### config.mk
export PLATFORM = sky130hd
export DESIGN_NAME = cau_div_cell
export DESIGN_NICKNAME = d
export VERILOG_FILES = /design/src/rtl/cau_pkg.sv /design/src/rtl/cau_div_cell.sv
export SDC_FILE = /design/constraint.sdc
export NUM_CORES = 1
export LEC_CHECK = 0
export BUFFER_PORTS_ARGS = -buffer_cell sky130_fd_sc_hd__buf_2
export CAP_MARGIN = 20
export CORE_AREA = 2 2 252 254
export CTS_BUF_LIST = sky130_fd_sc_hd__clkbuf_2 sky130_fd_sc_hd__clkbuf_4 sky130_fd_sc_hd__clkbuf_8
export DETAILED_ROUTE_END_ITERATION = 10
export DIE_AREA = 0 0 254 256
export GPL_ROUTABILITY_DRIVEN = 0
export SLEW_MARGIN = 40
export SYNTH_ARGS = -nofsm -noshare
export SYNTH_HDL_FRONTEND = slang
export SYNTH_SLANG_ARGS = --single-unit
### constraint.sdc
create_clock -name clock -period 21.7 [get_ports clock]
set_input_delay 4.34 -clock clock [delete_from_list [all_inputs] [get_ports clock]]
set_output_delay 4.34 -clock clock [all_outputs]
set_load 0.005 [all_outputs]
### src/rtl/cau_pkg.sv
`timescale 1ns / 1ps
package cau_pkg;

   // operation codes of a request
   typedef enum logic [3:0] {
      CMD_ADD   = 4'd0,
      CMD_SUB   = 4'd1,
      CMD_MUL   = 4'd2,
      CMD_DIV   = 4'd3,
      CMD_ADDR  = 4'd4,
      CMD_SUBR  = 4'd5,
      CMD_SCALE = 4'd6,
      CMD_DIVR  = 4'd7,
      CMD_RDIV  = 4'd8
   } cau_cmd_type;

   // alignment of the numerator before the divider chain
   typedef enum logic [1:0] {
      SHIFT_NONE = 2'd0,
      SHIFT_UP   = 2'd1,
      SHIFT_DOWN = 2'd2
   } cau_shift_type;

   // per-request flags carried along the divider chain, lane 0 real, lane 1 imaginary
   typedef struct packed {
      logic [1:0] neg;
      logic [1:0] ovf;
      logic       zero_div;
   } cau_flags_type;

endpackage

### src/rtl/cau_div_cell.sv
`timescale 1ns / 1ps
module cau_div_cell #(
   parameter int DATA_WIDTH = 32
) (
   input  logic                              clock,
   input  logic                              reset,
   input  logic                              in_valid,
   output logic                              in_ready,
   input  logic [1:0][2*DATA_WIDTH-1:0]      in_rem,
   input  logic [1:0][DATA_WIDTH-1:0]        in_nlo,
   input  logic [1:0][DATA_WIDTH-1:0]        in_quo,
   input  logic [2*DATA_WIDTH-1:0]           in_div,
   input  cau_pkg::cau_flags_type            in_flags,
   output logic                              out_valid,
   input  logic                              out_ready,
   output logic [1:0][2*DATA_WIDTH-1:0]      out_rem,
   output logic [1:0][DATA_WIDTH-1:0]        out_nlo,
   output logic [1:0][DATA_WIDTH-1:0]        out_quo,
   output logic [2*DATA_WIDTH-1:0]           out_div,
   output cau_pkg::cau_flags_type            out_flags
);
   import cau_pkg::*;

   localparam int W  = DATA_WIDTH;
   localparam int DW = 2 * DATA_WIDTH;

   logic                valid_ff;
   logic [1:0][DW-1:0]  rem_ff, rem_in;
   logic [1:0][W-1:0]   nlo_ff, nlo_in;
   logic [1:0][W-1:0]   quo_ff, quo_in;
   logic [DW-1:0]       div_ff;
   cau_flags_type       flags_ff;

   assign in_ready = !valid_ff || out_ready;

   // one restoring step per lane: bring in the next numerator bit, try subtract
   always_comb begin
      logic [DW:0] trial;
      logic        take;
      for (int l = 0; l < 2; l++) begin
         trial     = {in_rem[l], in_nlo[l][W-1]};
         take      = trial >= {1'b0, in_div};
         rem_in[l] = take ? DW'(trial - {1'b0, in_div}) : trial[DW-1:0];
         nlo_in[l] = in_nlo[l] << 1;
         quo_in[l] = {in_quo[l][W-2:0], take};
      end
   end

   always_ff @(posedge clock) begin
      if (reset) begin
         valid_ff <= 1'b0;
      end else if (in_ready) begin
         valid_ff <= in_valid;
      end
   end

   always_ff @(posedge clock) begin
      if (in_ready) begin
         rem_ff   <= rem_in;
         nlo_ff   <= nlo_in;
         quo_ff   <= quo_in;
         div_ff   <= in_div;
         flags_ff <= in_flags;
      end
   end

   assign out_valid = valid_ff;
   assign out_rem   = rem_ff;
   assign out_nlo   = nlo_ff;
   assign out_quo   = quo_ff;
   assign out_div   = div_ff;
   assign out_flags = flags_ff;

endmodule

Word level (Yosys, flattened, before mapping)
Cells that the tools add are included.
{"block": "op_classes", "order_cmp": 2, "mux": 2, "n_reduce_logical": 2, "add_sub_neg": 2}
{"op": ">= comparator 65 x 64 -> 1 bit", "n": 2}
{"op": "2-to-1 mux 64 bit", "n": 2}
{"op": "subtractor 64 bit", "n": 2}
{"op": "zero test 1 bit", "n": 1}
{"op": "logical OR 1 bit", "n": 1}
{"block": "word_totals", "out_inout_bits": 327, "input_bits": 329, "regBits": 324, "wordCells": 19}

Logic depth before layout (Yosys ltp)
{"block": "depth", "depth_word": 2, "depth_mapped": 16, "depth_no_buf": 13}

Worst setup path after synthesis
No wires, ideal clock.
{"block": "synth_path", "path_kind": "input to output", "startpoint": "in out_ready", "endpoint": "out in_ready", "n_path_buf": 0, "t_arrival_ns": 12.108, "path_stages": 1, "path_slack_ns": 5.252, "required_ns": 17.360, "cell_sequence": "nand2b_1"}
{"block": "synth_between", "elab_chain_cells": 1}
{"element": "start, declared", "line": "cau_div_cell.sv:15", "text": "input logic out_ready,"}
{"element": "logical OR 1 bit", "line": "cau_div_cell.sv:34", "text": "assign in_ready = !valid_ff || out_ready;"}
{"element": "end, declared", "line": "cau_div_cell.sv:8", "text": "output logic in_ready,"}
No other way between the ends.

Worst setup path after layout
Ends and elaborated chain as after synthesis.

==> results_dict.tcl <==
set metrics [dict create \
    status "finished, final reports clean" \
    setup-tns-final_ns 0 \
    initial_utilization_pct 31.3 \
    timing.hold.worst_path_depth 2 \
    timing.rr.end "out_quo[12]" \
    power_per_cell_area_nw_per_um2 77.2 \
    core.rowCount 92 \
    yosysUniqueCellTypes 82 \
    maxCapViolations 0 \
    dr.max_layer_used "met5" \
    portBuffers 651 \
    cts-buffers-inserted 58 \
    synthesis.area_um2 19500 \
    routed_vias_inst 5.05 \
    slowest_library_cell_on_the_worst_path "sky130_fd_sc_hd__nand2b_4" \
    wl_met1_um 27900 \
    cts.root.buffer_cell "sky130_fd_sc_hd__clkbuf_8" \
    crit_start "out_ready" \
    worstSetupPathType "primary input to output port" \
    core_area_um2 62400 \
    first_global_vias 16500 \
    gr-usage-all-layers_pct 21.0 \
    multi_input_area_um2 8980 \
    grt_max_degree 150 \
    asyncSetResetFlopFracSynth_pct 0 \
    postCtsResizedCells 0 \
    crit_path_frequent_cell "sky130_fd_sc_hd__buf_2" \
    max-slew-margin-rel_pct 49.8 \
    cts.hold.buffers_added 0 \
    internal_power_mw 1.33 \
    register_area_um2 9720 \
    clock-sinks 324 \
    clock_group_share_of_total_power_pct 31.9 \
    timing.final.setup_violations 0 \
    floorplan.io_pins 656 \
    worst_skew_pair.late_latency_ns 0.66 \
    area_growth_syn_to_layout_pct 26.8 \
    cp.arrival_ns 5.20 \
    worstHoldPathType "register to register" \
    yosys-top-cells-count "323 x sky130_fd_sc_hd__edfxtp_1, 220 x sky130_fd_sc_hd__a21oi_1, 134 x sky130_fd_sc_hd__nand2_1" \
    min_delay_worst_endpoint "out_valid" \
    post_route_cells_drive_above_1_share_pct 33.7 \
    antenna_left 0 \
    cp.required_ns 17.36 \
    antenna_violations_before_repair 28 \
    global_route_wire_length_before_repair_um 102000 \
    die-area_um2 65000 \
    nFillCells 6191 \
    synth_cells 1796 \
    drc_errors 0 \
    clock-skew-final_ns 0.0301 \
    yosysWarnings 0 \
    max_freq_mhz 105 \
    final.period_utilization_pct 43.9 \
    maximum_cell_stage_delay_along_the_critical_path_ns 0.54 \
    number_of_enable_flip_flop_cells_after_synthesis 323 \
    cts_setup_buffers 0 \
    whs_ns 1.01 \
    p_sw_mw 0.582 \
    p_leak_nw 11.0 \
    routedWlPerCell_um 21.4 \
    critical_path_peak_fanout 45 \
    critPathCaptureType "output port" \
    final_routed_wirelength_across_all_metal_layers_um 71600 \
    clock_tree_from_tritoncts "done" \
    final.min_clock_period_ns 9.54 \
    die_x_um 254 \
    timing_worst_slew_pin_value_ns 0.748 \
    hold_path_startpoint "out_valid" \
    post-synth-top-count-cell "sky130_fd_sc_hd__edfxtp_1" \
    rr_startpoint "out_valid" \
    drt-initial-drc-count 1283 \
    route.vias.total 16900 \
    share_seq_of_total_power_pct 42.2 \
    cts_buffer_depth 3 \
    clk_pin_slew_ns 0.06 \
    htree_depth 2 \
    final.setup.worst_slack_ns 12.16 \
    peakVddDrop_v 0.0000430 \
    met3_wirelength_um 6060 \
    hold_viol_final 0 \
    gr-total-overflow 0 \
    drt_first_pass_iters 5 \
    place.detailed.hpwl_um 58200 \
    die_h_um 256 \
    unrepaired_setup_endpoints_after_global_routing "no" \
    synthDominantAreaCellType "sky130_fd_sc_hd__edfxtp_1" \
    syn_avg_cell_area_um2 10.9 \
    p_sw_share_pct 30.4 \
    timing.critical_path.from_type "primary input" \
    combPwrFrac_pct 26.0 \
    finalMaxSlewViolations 0 \
    r2r_cells 3 \
    synth_top_cell_area_share_pct 49.6 \
    ys_dominant_reg_cell "sky130_fd_sc_hd__edfxtp_1" \
    synth.top_cells.by_area "sky130_fd_sc_hd__edfxtp_1 50%, sky130_fd_sc_hd__ha_1 8.2%, sky130_fd_sc_hd__a21oi_1 5.6%" \
    pre_cts_ws_ns 12.14 \
    synth.yosys.seq_area_share_pct 49.7 \
    regToRegSetupSlack_ns 19.08 \
    nNetsFinal 2897 \
    synth.ff_latch_count 324 \
    worstPathCellList "buf_2 -> nand2b_4 -> buf_2" \
    dr_wl_met2_um 34700 \
]
power by group through the flow:
stage          logic [mW]  clock network (mW)  registers, mW
6_report            0.496               0.609          0.806
3_5_place_dp        0.494                   0          0.819
4_1_cts             0.497               0.632          0.808
3_3_place_gp        0.489                   0          0.820
2_1_floorplan       0.276                   0          0.837
5_1_grt             0.540               0.654          0.814
metrics by stage:
stage | cells | utilization, % | total power [mW] | instance area, µm²
after floorplan | 1797 | - | 1.11 | 19500
after global placement | 3223 | 37.7 | 1.31 | 23500
after detailed placement | 3223 | 37.7 | 1.31 | 23500
after CTS | 3329 | 39.6 | 1.94 | 24700
after global routing | 3338 | 39.7 | 2.01 | 24800
final | 3342 | 39.7 | 1.91 | 24800
registers in the layout (all words and copies together) (netlist names):
signal     cells
out_quo       64
out_nlo       62
out_flags      5
out_div       64
out_valid      1
out_rem      128
logic make-up (layout without fill, tap and decap cells):
family | count (synthesis) | after routing | share of synthesized area (%)
AOI/OAI and AO/OA | 530 | 530 | 16.7
and+or+nand+nor | 439 | 439 | 10.6
DFF | 324 | 324 | 49.7
buffers and inverters | 188 | 875 | 4.40
adders and majority gates | 130 | 130 | 8.40
xor gates and xnor gates | 117 | 117 | 5.24
muxes | 67 | 67 | 4.89
other | 1 | 14 | 0.0192
per-layer routing:
layer	vias up	global-route usage (%)
li1	7994	-
met1	7953	24.0
met2	729	36.1
met3	175	6.33
met4	24	8.71
met5	-	0
final cells by class:
cell class                 count  share of cell area, %
tap                          846                   4.27
inverter                     107                   1.63
clock buffer                  69                   3.56
multi-input combinational   1285                   36.3
clock inverter                37                   1.30
antenna                       12                  0.121
sequential                   324                   39.2
timing repair buffer         662                   13.6
worst max-delay path: cells and delay by family:
kind	cells	cell delay [ns]
simple gates	1	0.54
buf+inv	2	0.32
worst max-delay path by stage:
stage | slack [ns] | depth (start not counted) | to
2_1_floorplan | 5.25 | 1 | in_ready
3_3_place_gp | 12.19 | 3 | in_ready
3_5_place_dp | 12.14 | 3 | in_ready
4_1_cts | 12.13 | 3 | in_ready
5_1_grt | 12.08 | 3 | in_ready
6_report | 12.16 | 3 | in_ready
cell usage in the layout (no fill, tap or decap), drive strengths merged, types with 4 or more instances in the layout:
cell type  synthesis  final
a221oi             7      7
o21ai            107    107
diode              0     12
or2                5      5
o21a              16     16
nand4             46     46
ha               128    128
mux2              63     63
buf               35    662
mux2i              4      4
o221ai             5      5
nor2             128    128
a21oi            225    225
inv              107    108
a41oi              4      4
nand2b            15     15
o31ai             12     12
nand2            135    135
a21o              53     53
and2              10     10
or3               12     12
nor3              26     26
a211o              6      6
nor2b              4      4
a21boi             8      8
o21bai            28     28
xnor2             71     71
clkbuf            46     69
nor3b              7      7
a31oi             12     12
xor2              46     46
o211ai             8      8
nand3             21     21
and4               5      5
and3              11     11
clkinv             0     29
bufinv             0      5
a211oi            11     11
or4                5      5
edfxtp           323    323
No activity file was read; power rests on OpenSTA's default activity.
